==> src/rtl/tcbs_pkg.sv <==
// Package with the shared types and byte codes of the TSV column block scanner.
`default_nettype none
package tcbs_pkg;

  localparam logic [7:0] BYTE_TAB     = 8'd9;
  localparam logic [7:0] BYTE_NEWLINE = 8'd10;

  localparam logic MODE_DATA  = 1'b0;
  localparam logic MODE_FLUSH = 1'b1;

  localparam int OUT_OFFSET_W = 32;
  localparam int OUT_ROWS_W   = 32;
  localparam int OUT_COLUMN_W = 16;

  typedef struct packed {
    logic       mode;
    logic [7:0] data_byte;
  } item_t;

  typedef struct packed {
    logic [OUT_OFFSET_W-1:0] block_offset;
    logic [OUT_ROWS_W-1:0]   row_total;
    logic [OUT_COLUMN_W-1:0] column_total;
    logic                    final_block;
  } result_t;

endpackage
`default_nettype wire

==> src/rtl/tcbs_if.sv <==
// Valid/ready channel interfaces for scanner input items and block reports.
`default_nettype none
interface tcbs_item_if;
  logic       valid;
  logic       ready;
  logic       mode;
  logic [7:0] data_byte;

  modport source (output valid, output mode, output data_byte, input ready);
  modport sink (input valid, input mode, input data_byte, output ready);
endinterface

interface tcbs_result_if;
  logic        valid;
  logic        ready;
  logic [31:0] block_offset;
  logic [31:0] row_total;
  logic [15:0] column_total;
  logic        final_block;

  modport source (output valid, output block_offset, output row_total,
                  output column_total, output final_block, input ready);
  modport sink (input valid, input block_offset, input row_total,
                input column_total, input final_block, output ready);
endinterface
`default_nettype wire

==> src/rtl/tcbs_in_stage.sv <==
// Input register stage that holds one accepted item until the scan stage takes it.
`default_nettype none
module tcbs_in_stage (
  input  wire logic          clk,
  input  wire logic          rst,
  input  wire logic          valid,
  output logic               ready,
  input  wire tcbs_pkg::item_t item,
  input  wire logic          advance,
  output logic               stage_valid,
  output tcbs_pkg::item_t    stage_item
);

  // The stage can load whenever it is empty or its item moves on this cycle.
  assign ready = !stage_valid || advance;

  always_ff @(posedge clk) begin
    if (rst) begin
      stage_valid <= 1'b0;
    end else if (ready) begin
      stage_valid <= valid;
    end
  end

  always_ff @(posedge clk) begin
    if (ready && valid) begin
      stage_item <= item;
    end
  end

endmodule
`default_nettype wire

==> src/rtl/tcbs_scan.sv <==
// Scan stage: column and row counters, block tracking and the result register.
`default_nettype none
module tcbs_scan #(
  parameter int OFFSET_BITS = 32,
  parameter int COLUMN_BITS = 16
) (
  input  wire logic            clk,
  input  wire logic            rst,
  input  wire logic            stage_valid,
  input  wire tcbs_pkg::item_t stage_item,
  output logic                 advance,
  output logic                 res_valid,
  input  wire logic            res_ready,
  output tcbs_pkg::result_t    res
);

  logic [OFFSET_BITS-1:0] byte_position, byte_position_next;
  logic [COLUMN_BITS-1:0] current_columns, current_columns_next;
  logic [31:0]            rows_in_block, rows_in_block_next;
  logic [OFFSET_BITS-1:0] block_begin, block_begin_next;
  logic [OFFSET_BITS-1:0] line_begin, line_begin_next;
  logic [COLUMN_BITS-1:0] block_columns, block_columns_next;
  logic                   first_line_pending, first_line_pending_next;

  logic                   emit;
  logic                   emit_final;
  logic [OFFSET_BITS-1:0] pos_inc;
  logic [63:0]            offset_wide;
  logic [63:0]            columns_wide;
  tcbs_pkg::result_t      res_next;

  // The result register frees up when it is empty or being taken.
  assign advance = !res_valid || res_ready;

  assign pos_inc = (byte_position == '1) ? byte_position
                                         : byte_position + OFFSET_BITS'(1);

  always_comb begin
    byte_position_next      = byte_position;
    current_columns_next    = current_columns;
    rows_in_block_next      = rows_in_block;
    block_begin_next        = block_begin;
    line_begin_next         = line_begin;
    block_columns_next      = block_columns;
    first_line_pending_next = first_line_pending;
    emit                    = 1'b0;
    emit_final              = 1'b0;

    if (stage_item.mode == tcbs_pkg::MODE_FLUSH) begin
      emit                    = byte_position > block_begin;
      emit_final              = 1'b1;
      byte_position_next      = '0;
      current_columns_next    = COLUMN_BITS'(1);
      rows_in_block_next      = '0;
      block_begin_next        = '0;
      line_begin_next         = '0;
      block_columns_next      = '0;
      first_line_pending_next = 1'b1;
    end else begin
      byte_position_next = pos_inc;
      case (stage_item.data_byte)
        tcbs_pkg::BYTE_TAB: begin
          if (current_columns != '1) begin
            current_columns_next = current_columns + COLUMN_BITS'(1);
          end
        end
        tcbs_pkg::BYTE_NEWLINE: begin
          if (current_columns != block_columns) begin
            // A changed column count closes the running block, except on the first line.
            if (first_line_pending) begin
              first_line_pending_next = 1'b0;
            end else begin
              emit             = 1'b1;
              block_begin_next = line_begin;
            end
            block_columns_next = current_columns;
            rows_in_block_next = 32'd1;
          end else begin
            rows_in_block_next = (rows_in_block == '1) ? rows_in_block
                                                       : rows_in_block + 32'd1;
          end
          line_begin_next      = pos_inc;
          current_columns_next = COLUMN_BITS'(1);
        end
        default: begin
        end
      endcase
    end
  end

  assign offset_wide  = 64'(block_begin);
  assign columns_wide = 64'(block_columns);

  always_comb begin
    res_next.block_offset = offset_wide[tcbs_pkg::OUT_OFFSET_W-1:0];
    res_next.row_total    = rows_in_block;
    res_next.column_total = columns_wide[tcbs_pkg::OUT_COLUMN_W-1:0];
    res_next.final_block  = emit_final;
  end

  always_ff @(posedge clk) begin
    if (rst) begin
      byte_position      <= '0;
      current_columns    <= COLUMN_BITS'(1);
      rows_in_block      <= '0;
      block_begin        <= '0;
      line_begin         <= '0;
      block_columns      <= '0;
      first_line_pending <= 1'b1;
      res_valid          <= 1'b0;
    end else if (advance) begin
      res_valid <= stage_valid && emit;
      if (stage_valid) begin
        byte_position      <= byte_position_next;
        current_columns    <= current_columns_next;
        rows_in_block      <= rows_in_block_next;
        block_begin        <= block_begin_next;
        line_begin         <= line_begin_next;
        block_columns      <= block_columns_next;
        first_line_pending <= first_line_pending_next;
      end
    end
  end

  always_ff @(posedge clk) begin
    if (advance && stage_valid && emit) begin
      res <= res_next;
    end
  end

endmodule
`default_nettype wire

==> src/rtl/tsv_column_block_scanner_core.sv <==
// A report passes the input register and then the result register; a result stall can hold it.
// Throughput: one item per cycle while the result side does not stall; the scan stage updates every counter at once.
// A stalled result register holds the scan stage, and the input register then fills.
// Reset (rst, synchronous, active high) clears all counters and empties both registers.
// An end-of-stream transaction reports the open block if it holds bytes and returns the state to reset.
`default_nettype none
module tsv_column_block_scanner_core #(
  parameter int OFFSET_BITS = 32,
  parameter int COLUMN_BITS = 16
) (
  input wire logic  clk,
  input wire logic  rst,
  tcbs_item_if.sink     item,
  tcbs_result_if.source result
);

  // The input register stage holds one item, but its ready still follows the result side.
  // The scan stage holds all state of the scanner: byte position, the column count and start
  // of the line in progress, the start and column count of the open block, its rows and a first-line flag.
  tcbs_pkg::item_t   in_item;
  tcbs_pkg::item_t   stage_item;
  tcbs_pkg::result_t res;
  logic              stage_valid;
  logic              advance;
  logic              res_valid;

  always_comb begin
    in_item.mode      = item.mode;
    in_item.data_byte = item.data_byte;
  end

  tcbs_in_stage u_in_stage (
    .clk         (clk),
    .rst         (rst),
    .valid       (item.valid),
    .ready       (item.ready),
    .item        (in_item),
    .advance     (advance),
    .stage_valid (stage_valid),
    .stage_item  (stage_item)
  );

  // A block is reported when a line ends with a column count that differs from the
  // open block's, or when the end-of-stream transaction finds bytes past its start.
  tcbs_scan #(
    .OFFSET_BITS (OFFSET_BITS),
    .COLUMN_BITS (COLUMN_BITS)
  ) u_scan (
    .clk         (clk),
    .rst         (rst),
    .stage_valid (stage_valid),
    .stage_item  (stage_item),
    .advance     (advance),
    .res_valid   (res_valid),
    .res_ready   (result.ready),
    .res         (res)
  );

  // The result register drives the output channel directly.
  assign result.valid        = res_valid;
  assign result.block_offset = res.block_offset;
  assign result.row_total    = res.row_total;
  assign result.column_total = res.column_total;
  assign result.final_block  = res.final_block;

endmodule
`default_nettype wire

==> src/flat_wrapper.sv <==
// flat-port wrapper written by rule: the top's interface ports become plain ports
module tsv_column_block_scanner_core_flat 
#(
  parameter int OFFSET_BITS = 32,
  parameter int COLUMN_BITS = 16
)
  (clk, rst, item_valid, item_mode, item_data_byte, item_ready, result_valid, result_block_offset, result_row_total, result_column_total, result_final_block, result_ready);
  tcbs_item_if item_i ();
  tcbs_result_if result_i ();
  input wire logic clk;
  input wire logic rst;
  input wire logic [$bits(item_i.valid)-1:0] item_valid;
  input wire logic [$bits(item_i.mode)-1:0] item_mode;
  input wire logic [$bits(item_i.data_byte)-1:0] item_data_byte;
  output wire logic [$bits(item_i.ready)-1:0] item_ready;
  output wire logic [$bits(result_i.valid)-1:0] result_valid;
  output wire logic [$bits(result_i.block_offset)-1:0] result_block_offset;
  output wire logic [$bits(result_i.row_total)-1:0] result_row_total;
  output wire logic [$bits(result_i.column_total)-1:0] result_column_total;
  output wire logic [$bits(result_i.final_block)-1:0] result_final_block;
  input wire logic [$bits(result_i.ready)-1:0] result_ready;
  assign item_i.valid = item_valid;
  assign item_i.mode = item_mode;
  assign item_i.data_byte = item_data_byte;
  assign item_ready = item_i.ready;
  assign result_valid = result_i.valid;
  assign result_block_offset = result_i.block_offset;
  assign result_row_total = result_i.row_total;
  assign result_column_total = result_i.column_total;
  assign result_final_block = result_i.final_block;
  assign result_i.ready = result_ready;
  tsv_column_block_scanner_core #(.OFFSET_BITS(OFFSET_BITS), .COLUMN_BITS(COLUMN_BITS)) u_core (.clk(clk), .rst(rst), .item(item_i), .result(result_i));
endmodule
==> config.mk <==
export PLATFORM = sky130hd
export DESIGN_NAME = tsv_column_block_scanner_core_flat
export DESIGN_NICKNAME = d
export VERILOG_FILES = /design/src/rtl/tcbs_pkg.sv /design/src/rtl/tcbs_if.sv /design/src/rtl/tcbs_in_stage.sv /design/src/rtl/tcbs_scan.sv /design/src/rtl/tsv_column_block_scanner_core.sv /design/src/flat_wrapper.sv
export SDC_FILE = /design/constraint.sdc
export NUM_CORES = 1
export LEC_CHECK = 0
export ABC_CLOCK_PERIOD_IN_PS = 8270
export BUFFER_PORTS_ARGS = -buffer_cell sky130_fd_sc_hd__buf_4
export CAP_MARGIN = 40
export CELL_PAD_IN_SITES_DETAIL_PLACEMENT = 1
export CELL_PAD_IN_SITES_GLOBAL_PLACEMENT = 2
export CORE_ASPECT_RATIO = 1.25
export CORE_MARGIN = 4
export CORE_UTILIZATION = 39
export CTS_BUF_LIST = sky130_fd_sc_hd__clkbuf_4
export DETAILED_ROUTE_END_ITERATION = 10
export HOLD_SLACK_MARGIN = 0.06
export PLACE_DENSITY = 0.77
export SETUP_SLACK_MARGIN = 0.5
export SLEW_MARGIN = 20
export SYNTH_ARGS = -nofsm -noshare
export SYNTH_HDL_FRONTEND = slang
export SYNTH_SLANG_ARGS = --single-unit
==> constraint.sdc <==
create_clock -name clk -period 8.27 [get_ports clk]
set_clock_uncertainty 0.2 [all_clocks]
set_input_delay 1.2405 -clock clk [delete_from_list [all_inputs] [get_ports clk]]
set_output_delay 1.2405 -clock clk [all_outputs]
set_load 0.02 [all_outputs]
# After elaboration in Yosys (flattened, before gate mapping)
# Cells that the tools add are included.
# op_classes
n_addsub	3
n_mul	0
div_mod_pow	0
order_cmp	1
n_eq_ne	9
shift	0
mux	26
n_bitwise	0
n_reduce_logical	17
# op_table
op	count
two-way mux 32 bit	12
two-way mux 16 bit	5
adder 32 x 1 -> 32 bit (second input constant)	2
equality test 32 bit (second input constant)	2
> comparator 32 bit	1
case mux 16 bit (2 select lines)	1
adder 16 x 1 -> 16 bit (second input constant)	1
equality test 8 x 4 -> 1 bit (second input constant)	2
!= test 16 bit	1
!= test 16 bit (second input constant)	1
AND reduction 4 bit	3
two-way mux 1 bit	8
!= test 3 x 2 -> 1 bit (second input constant)	2
AND reduction 5 bit	1
logical AND 1 bit	4
nonzero test 2 bit	2
AND reduction 3 bit	1
nonzero test 3 bit	1
zero test 1 bit	2
logical OR 1 bit	2
!= test 2 x 1 -> 1 bit (second input constant)	1
AND reduction 2 bit	1
# word_totals
reg_bits	253
latch_bits	0
ramBits	0
romBits	0
in_bits	13
elab_cells	71
mem_count	0

# Logic depth before layout (Yosys ltp)
# Gate-level depths: netlist of the first run.
# depth
ltp_word	5
mapped_depth	9
ltp_nobuf	8

# Hierarchy
# A second synthesis of the first run with hierarchy kept.
# unflattened
cells_unflattened	1204
area_unflattened_um2	11666.2
# modules_own_cells
mod	instances	cells_per_inst	area_per_inst_um2	seq_area_each_um2
tcbs_scan	1	1190	11340.9	5675.4
tcbs_in_stage	1	14	325.3	290.3

# Worst setup path before layout of the first run
# Ideal clock, no wire load.
# synth_path
path_kind	input port to flip-flop
from	input port result_ready
to	register, netlist name u_core.u_scan.res[0]
setup_ns	0.521
arrival_ns	5.882
setup_slack_ns	1.667
path_stages	7
path_cell_list	nand2b_1 nand2_1 clkbuf_1 nor3_1 a21boi_1 clkbuf_1 nor2_1
# synth_between
elab_chain_cells	3
# synth_lines
element	line	text
start, declared	flat_wrapper.sv:21	input wire logic [$bits(result_i.ready)-1:0] result_ready;
logical OR 1 bit	tcbs_scan.sv:33	assign advance = !res_valid || res_ready;
logical AND 1 bit (2 in series)	tcbs_scan.sv:126	if (advance && stage_valid && emit) begin
# No other way between the ends.
# A chain may end at the register's enable or synchronous reset.

# Final worst setup path of the first run
# layout_path
from	register, netlist name u_core.u_in_stage.stage_item[8]
to	register u_core.u_scan.current_columns[15]
# layout_between
elab_chain_cells	2
word_cells_on_any_way	4
# layout_lines
element	line	text
!= test 3 x 2 -> 1 bit (no source line) or nonzero test 3 bit (tied branches)	-	
AND reduction 4 bit (no source line)	-	
end signal, assigned	tcbs_scan.sv:115	current_columns <= current_columns_next;
end, declared	tcbs_scan.sv:18	logic [COLUMN_BITS-1:0] current_columns, current_columns_next;
# Several ways; a longest one is shown, not always the timed one.

==> results, run 1 <==
- The cell-internal power is 0.002066 W.
- Across the run, the number of max-cap violations was 0.
- 96 I/O pins were placed.
- Of the total power, the share spent switching nets is 0.2312.
- The clock network power share is 0.476.
- The weighted congestion at the end of routability-driven global placement is 0.7985.
- In the global route stage, overall resource usage came out at 0.2095.
- The total number of vias is 9992.
- In this run the cell area of the synthesized design comes to 11570 um2.
- The root buffer cell is clkbuf_4.
- Of all cell types, the one taking the most synthesized area is dfxtp_1.
- The share of the synthesized area in the top cell type is 0.2820.
- The total number of placement rows is 70.
- In this run the worst path has a maximum fanout of 49.
- Counting flops and latches in the post-synthesis netlist gives 253.
- In this design, the stage delay of the slowest critical-path cell is 0.68 ns.
- The die covers 32510 um2.
- The Yosys step of the flow raised 0 warnings.
- At the pin with the least slew margin, the transition time is 0.7519 ns.
- The via count of the first global-routing pass was 10518.
- The flow ran to the end, and the final reports show no timing, DRC or antenna violations.
- The number of cells produced by synthesis is 1228.
- For flop-to-flop paths, the worst setup slack is 4.71 ns.
- The height of the die is 200.6 um.
- Gates resized during post-CTS repair numbered 0.
- The number of buffers inserted for hold repair after clock tree synthesis is 0.
- The total leakage power is 4.755 nW.
- The share of total power dissipated in combinational logic is 0.040.
- The final number of setup-violating endpoints is 0.
- The final-layout fill cell count is 3420.
- The average vias per placed instance is 5.591.
- Ranked by total cell area, the synthesized netlist is headed by dfxtp_1 (28%), edfxtp_1 (23%), nand4_1 (4.9%).
- The first-pass detailed-route iteration total is 5.
- In the final routed layout, each cell accounts on average for 19.00 um.
- The normalized max-slew margin is 0.4941.
- After global routing the overflow that remains totals 0.
- The number of DRC markers in iteration 0 is 420.
- The switching power is 0.0006212 W.
- The number of clock sinks is 253.
- The worst setup timing slack at the placement stage is 4.260 ns.
- The total negative setup slack is 0 ns.
- The path category of the worst min-delay check is flop to flop.
- The count of final hold-check violations is 0.
- The synthesized net count is 1276.
- Data on the critical path is required at its endpoint by 8.68 ns.
- The initial antenna violation count is 1.
- The global-route wire length before repair is 55780 um.
- The slowest stage of the critical path is the a21oi_1 cell.
- In this run, placement finished with an instance count of 1658.
- The number of different library cells used by synthesis comes to 61.
- Summing internal, switching and leakage power gives 0.002687 W.
- The count of H-tree levels built during CTS is 3.
- For this configuration, the core starts out at a cell density of 0.3956.
- Summing all multi-input logic gate instances after layout gives 5147 um2.
- Of the available clock period, the critical path in the final layout requires 0.4309.
- The wire-length estimate of the detail-placed layout is 22330 um.
- The total DRC errors in the routed layout is 0.
- Once the clock tree was built, the setup fixing pass inserted 0 buffers.
- The area added between synthesis and finish is 18.10%.
- The number of port buffers is 95.
- The total clock buffers created by CTS is 70.
- The predominant post-synthesis flop cell is dfxtp_1.
- STA puts the critical path data arrival time at 3.97 ns.
- Of the synthesized area, sequential elements account for 0.5156.
- The worst setup path is launched from a flop.
- The share of post-route cells with drive strength above 1 is 0.1813.
- For the worst flop-to-flop path, the logic depth is 7.
- The TritonCTS clock tree is yes.
- The post-synthesis average cell area is 9.423 um2.
- The critical path is of the flop to flop type.
- The number of pins exceeding their max-slew limit in the final report is 0.
- The insertion delay of the later-clocked pin in the worst-skew pair is 0.70 ns.
- The signal on the critical path passes through buf_4 > inv_2 > buf_4 > a21oi_1 > nand3_1 > or4_1 > a21oi_1.
- For the finished layout, the period the worst path requires is 3.563 ns.
- The final layout contains routed wiring with a total length of 33950 um.
- The largest voltage drop on the vdd net is 0.09182 mV.
- After floorplanning, the core was sized to cover 29250 um2.
- The largest net degree at the start of global routing is 58.
- The count of flip-flops with a built-in enable after synthesis is 90.
- The post-detailed-route count of antenna-violating nets is 0.
- After synthesis, the share of flip-flops with an asynchronous set or reset is 0.
- The horizontal extent of the die is 162.1 um.
- By count the netlist is led by dfxtp_1 (163), nand2_1 (148), a21oi_1 (113), nand4_1 (91), edfxtp_1 (90).
- The register share of total power is 0.484.
- Setup repair after global routing left no endpoint under its margin.
- The combined flip-flop and latch cell area is 5966 um2.
- The worst setup path is captured at a flop.
- Across all setup checks in the final design, the least slack found is 4.707 ns.
- Clock-pin slew was measured on the worst setup and hold paths at 0.07 ns.
- In this run the deepest clock path goes through 3 buffers.
- The total power density per cell area is 196.6 nW/um2.
- Based on the critical path, the design can be clocked at up to 280.6 MHz.
- Along the worst hold path, the cell count comes to 0.
- The number of standard cells in the layout, taps in and fillers out is 1787.
- For this run, the post-layout net count is 1382.
- The most numerous cell in the Yosys netlist is dfxtp_1.
routing by layer:
metal | track usage | vias up | share of wire
met5 | 0 | - | 0
met4 | 0.06528 | 0 | 0.021
met3 | 0.04313 | 62 | 0.038
met2 | 0.3709 | 174 | 0.51
met1 | 0.2548 | 4948 | 0.43
li1 | - | 4808 | -
cells in the final DEF (no fill, tap or decap), drive strengths merged, types with 4 or more instances in the layout:
| master | synthesis | final |
|---|---|---|
| nor2 | 45 | 45 |
| nor3 | 27 | 27 |
| xor2 | 34 | 34 |
| nor4 | 23 | 23 |
| ha | 35 | 35 |
| and3 | 13 | 13 |
| and2 | 10 | 10 |
| nor2b | 6 | 6 |
| or4 | 23 | 23 |
| and4 | 14 | 14 |
| or3 | 24 | 24 |
| nand3 | 52 | 52 |
| buf | 9 | 112 |
| nand2 | 148 | 148 |
| dfxtp | 163 | 163 |
| inv | 47 | 49 |
| edfxtp | 90 | 90 |
| a22oi | 6 | 6 |
| xnor2 | 15 | 15 |
| o31ai | 15 | 15 |
| o21a | 6 | 6 |
| o311ai | 4 | 4 |
| mux2i | 4 | 4 |
| nand4 | 91 | 91 |
| bufinv | 0 | 4 |
| clkbuf | 70 | 114 |
| a21o | 6 | 6 |
| a31oi | 13 | 13 |
| clkinv | 1 | 8 |
| a21oi | 113 | 113 |
| nand4b | 5 | 5 |
| o21ai | 72 | 72 |
through the flow:
stage	area [um2]	hold WS (ns)	utilization
finish	13670	0.2520	0.4672
global route	13670	0.2691	0.4672
CTS	13660	0.2572	0.4671
detailed placement	12650	0.2445	0.4323
global placement	12610	0.2355	0.4311
floorplan	11570	0.2244	-
power groups by stage:
stage	Sequential [W]	Clock, W	Combinational [W]
CTS	0.00130	0.00133	0.000109
global route	0.00130	0.00140	0.000116
floorplan	0.00134	0	0.0000539
global placement	0.00133	0	0.000107
finish	0.00130	0.00128	0.000108
detailed placement	0.00133	0	0.000109
sequential cells by signal (all words and copies together), names as in the netlist:
register	flops
u_core.u_scan.block_begin	32
u_core.u_scan.line_begin	32
u_core.u_scan.block_columns	16
u_core.u_scan.first_line_pending	1
u_core.u_scan.res	81
u_core.u_scan.rows_in_block	32
u_core.u_scan.res_valid	1
u_core.u_in_stage.stage_item	9
u_core.u_in_stage.stage_valid	1
u_core.u_scan.byte_position	32
u_core.u_scan.current_columns	16
kinds of logic after synthesis:
group	after synthesis	share of synthesized area
compound gates	264	0.1338
xor+xnor	49	0.03709
fa+ha+maj	35	0.03785
buf+inv	127	0.04206
flops	253	0.5156
mux	7	0.006380
simple gates	493	0.2273
worst paths after layout:
path,start,endpoint
worst max-delay path,u_core.u_in_stage.stage_item[8],u_core.u_scan.current_columns[15]
worst min-delay path,u_core.u_scan.block_begin[29],u_core.u_scan.res[78]
worst max register to register,u_core.u_in_stage.stage_item[8],u_core.u_scan.current_columns[15]
worst min register to register,u_core.u_scan.block_begin[29],u_core.u_scan.res[78]
critical path, delay by kind of cell (launching register included):
family / cells / cell delay [ns]
simple gates: 2 / 1.04
buf+inv: 3 / 1.08
compound gates: 2 / 0.83
flops: 1 / 0.32
cell type report:
class,count,area share
sequential,253,0.4366
multi-input combinational,848,0.3767
timing repair buffer,113,0.06272
clock buffer,114,0.06263
tap,396,0.03626
inverter,48,0.01318
clock inverter,14,0.01181
antenna,1,0.0001831
No activity file was read; power rests on OpenSTA's default activity.
==> run 2: changes to the inputs <==
--- a/config.mk
+++ b/config.mk
@@ -5,7 +5,7 @@
 export SDC_FILE = /design/constraint.sdc
 export NUM_CORES = 1
 export LEC_CHECK = 0
-export ABC_CLOCK_PERIOD_IN_PS = 8270
+export ABC_CLOCK_PERIOD_IN_PS = 3700
 export BUFFER_PORTS_ARGS = -buffer_cell sky130_fd_sc_hd__buf_4
 export CAP_MARGIN = 40
 export CELL_PAD_IN_SITES_DETAIL_PLACEMENT = 1
==> constraint.sdc (replaced) <==
create_clock -name clk -period 3.7 [get_ports clk]
set_clock_uncertainty 0.2 [all_clocks]
set_input_delay 0.555 -clock clk [delete_from_list [all_inputs] [get_ports clk]]
set_output_delay 0.555 -clock clk [all_outputs]
set_load 0.02 [all_outputs]
==> run 2 against run 1 <==
Net effect: sequential cell count unchanged; non-clock buffer count rose by 35; register-to-register slack got worse by 4.1 ns; highest routed layer unchanged.
==> results, run 2 (synthesized netlist as in run 1, its figures left out) <==
- The flow ran to the end, and the final reports show no timing, DRC or antenna violations.
- Wires add up to 35540 um.
- The count of final hold-check violations came to 0.
- The library cell used most frequently in the layout, excluding fill and tap cells, is dfxtp_1.
- The register with the most flip-flops in the layout has 81 of them.
- The total negative setup slack is 0 ns.
- STA classifies the critical path endpoint as a flop.
- The capture instance of the worst register-to-register path is u_core.u_scan.byte_position[26].
- The largest net degree at the start of global routing is 64.
- Leaving out fill and tap cells, the most frequent cells in the layout are dfxtp_1 (158), nand2_1 (148), buf_4 (130).
- The clock reaches the later pin of the worst-skew pair after 0.71 ns.
- The total number of vias is 10183.
- The number of buffer and inverter instances along the worst setup path is 0.
- The final critical path time including I/O delays and setup is 3.057 ns.
- The post-detailed-placement half-perimeter wirelength is 23310 um.
- The slack of the worst reg-to-reg path is 0.64 ns.
- The share of post-route cells with drive strength above 1 is 0.1919.
- In the final routed layout, each cell accounts on average for 19.46 um.
- TritonCTS built the clock tree.
- The final-stage net count is 1418.
- The portion of the clock cycle consumed by the worst path in the final layout is 0.8261.
- Across the run, the number of max-cap violations was 0.
- Counting every sink on the clock net gives 253.
- The number of port buffers is 95.
- At the end of routability-driven placement, the weighted congestion stood at 0.7947.
- Broken down by cell family, the worst path's largest delay share belongs to simple AND/OR/NAND/NOR gates.
- Power spread over the standard cell area amounts to 414.4 nW/um2.
- After floorplanning, the core was sized to cover 29250 um2.
- The startpoint identified for the worst register-to-register timing path is u_core.u_scan.byte_position[1].
- OpenSTA, run right after detailed placement, puts the worst setup slack at 0.3546 ns.
- The worst hold path terminates at u_core.u_scan.res[76].
- The number of pins exceeding their max-slew limit in the final report is 0.
- The data arrival time of the critical path is 3.43 ns.
- The total leakage power is 4.901 nW.
- In this run the most critical hold path is launched from u_core.u_scan.block_begin[27].
- Along the worst path, the maximum fanout reaches 9.
- The post-detailed-route count of antenna-violating nets is 0.
- The die area is 32510 um2.
- The clock-pin slew on the worst setup and hold paths is 0.07 ns.
- The slew at the pin closest to its max-slew limit is 0.7721 ns.
- The normalized max-slew margin is 0.4853.
- The worst-case setup margin in the final layout is 0.6433 ns.
- The horizontal extent of the die is 162.1 um.
- The path category of the worst min-delay check is flop to flop.
- The critical path goes through ha_1 > nand4_1 > or4_4 > nor4_2 > mux2_2 > a22oi_1 > nor2_1.
- The initial antenna violation count came to 2.
- Row generation in the floorplan step produced 70 rows.
- In the routed layout, each cell is associated on average with a via count of 5.577.
- The largest voltage drop on the vdd net is 0.2011 mV.
- The first-pass detailed-route iteration total is 5.
- Setup repair after global routing left no endpoint under its margin.
- In this run the worst setup path begins at u_core.u_scan.byte_position[1].
- The initial utilization of the core area, before any placement, comes to 0.3956.
- The H-tree generated during clock tree synthesis spans 3 levels.
- The via count of the first global-routing pass is 10793.
- The number of DRC markers in iteration 0 is 496.
- The cell area after layout is 13930 um2.
- The placement-stage cell area is 12830 um2.
- The area added between synthesis and finish is 20.40%.
- The height of the die is 200.6 um.
- After global routing the overflow that remains totals 0.
- STA puts the critical path data required time at 4.07 ns.
- The element type at the critical path start is a flop.
- The maximum buffer depth of the clock tree is 3.
- In this run the count of I/O pins placed on the die edge is 96.
- Measured in cells, the most critical reg-to-reg path has a length of 7.
- The final number of setup-violating endpoints is 0.
- The total global routing track utilization is 0.2208.
- On the worst path, the slowest cell contributes a delay of 0.68 ns.
- The first global-routing pass estimated 58310 um of wire.
- For this run, design rule violations remaining after detail routing come to 0.
- The number of clock buffers added by TritonCTS is 71.
- The root buffer cell is clkbuf_4.
- By startpoint and endpoint, the worst setup path is classified as flop to flop.
- The most flop-heavy register is u_core.u_scan.res.
- The largest individual stage delay along the critical path comes from the cell or4_4.
- The worst-case hold slack is 0.2371 ns.
- The achievable frequency is 327.1 MHz.
- Along the worst hold path, the cell count comes to 0.
## run 2: cell count changes in the layout (fill, tap and decap cells not counted), moves of 5 or more
cell / delta
dfxtp_1: -5
dlygate4sd3_1: +14
dfxtp_2: +5
buf_4: +20
clkinv_1: +11
clkbuf_4: -11
## run 2: power breakdown
part / switching [W] / internal, W
logic: 0.000196 / 0.0000786
clock network: 0.00123 / 0.00136
registers: 0.0000146 / 0.00289
total: 0.00144 / 0.00433
## run 2: worst max-delay path by stage
stage | endpoint | cells past startpoint
detailed placement | u_core.u_scan.byte_position[7] | 7
global route | u_core.u_scan.res[54] | 8
CTS | u_core.u_scan.byte_position[11] | 7
finish | u_core.u_scan.byte_position[26] | 7
global placement | u_core.u_scan.byte_position[7] | 7
floorplan | u_core.u_scan.res[0] | 8
## run 2: cell type report
| class | instances | area, um2 |
|---|---|---|
| antenna | 2 | 5.005 |
| clock buffer | 103 | 773.2 |
| clock inverter | 28 | 142.6 |
| fill | 3458 | 15320 |
| inverter | 48 | 180.2 |
| multi-input combinational | 848 | 5190 |
| sequential | 253 | 5972 |
| tap | 396 | 495.5 |
| timing repair buffer | 148 | 1174 |
## run 2: through the flow
step / cells / total power [W] / utilization
floorplan: 1228 / 0.003111 / -
global placement: 1676 / 0.003230 / 0.4381
detailed placement: 1677 / 0.003235 / 0.4386
CTS: 1824 / 0.005890 / 0.4757
global route: 1826 / 0.006088 / 0.4763
finish: 1826 / 0.005774 / 0.4763
## run 2: what timing repair did
item	in CTS	in global routing
pin swaps	1	0
hold buffers	14	0
hold endpoints to repair	12	0
setup buffers	2	0
setup endpoints to repair	19	101
gates resized for setup	2	4
## run 2: layer usage
| layer | up-vias | global-route usage | wire (um) |
|---|---|---|---|
| met3 | 67 | 0.04436 | 1355 |
| met1 | 5054 | 0.2662 | 15050 |
| met2 | 181 | 0.3906 | 18380 |
| li1 | 4881 | - | - |
| met4 | 0 | 0.07646 | 750 |
| met5 | - | 0 | 0 |
## run 2: worst register-to-register path, stage by stage (launching register included)
cell and delay, ns:
dfxtp_1 0.44, ha_1 0.30, nand4_1 0.25, or4_4 0.68
nor4_2 0.48, mux2_2 0.39, a22oi_1 0.14, nor2_1 0.05
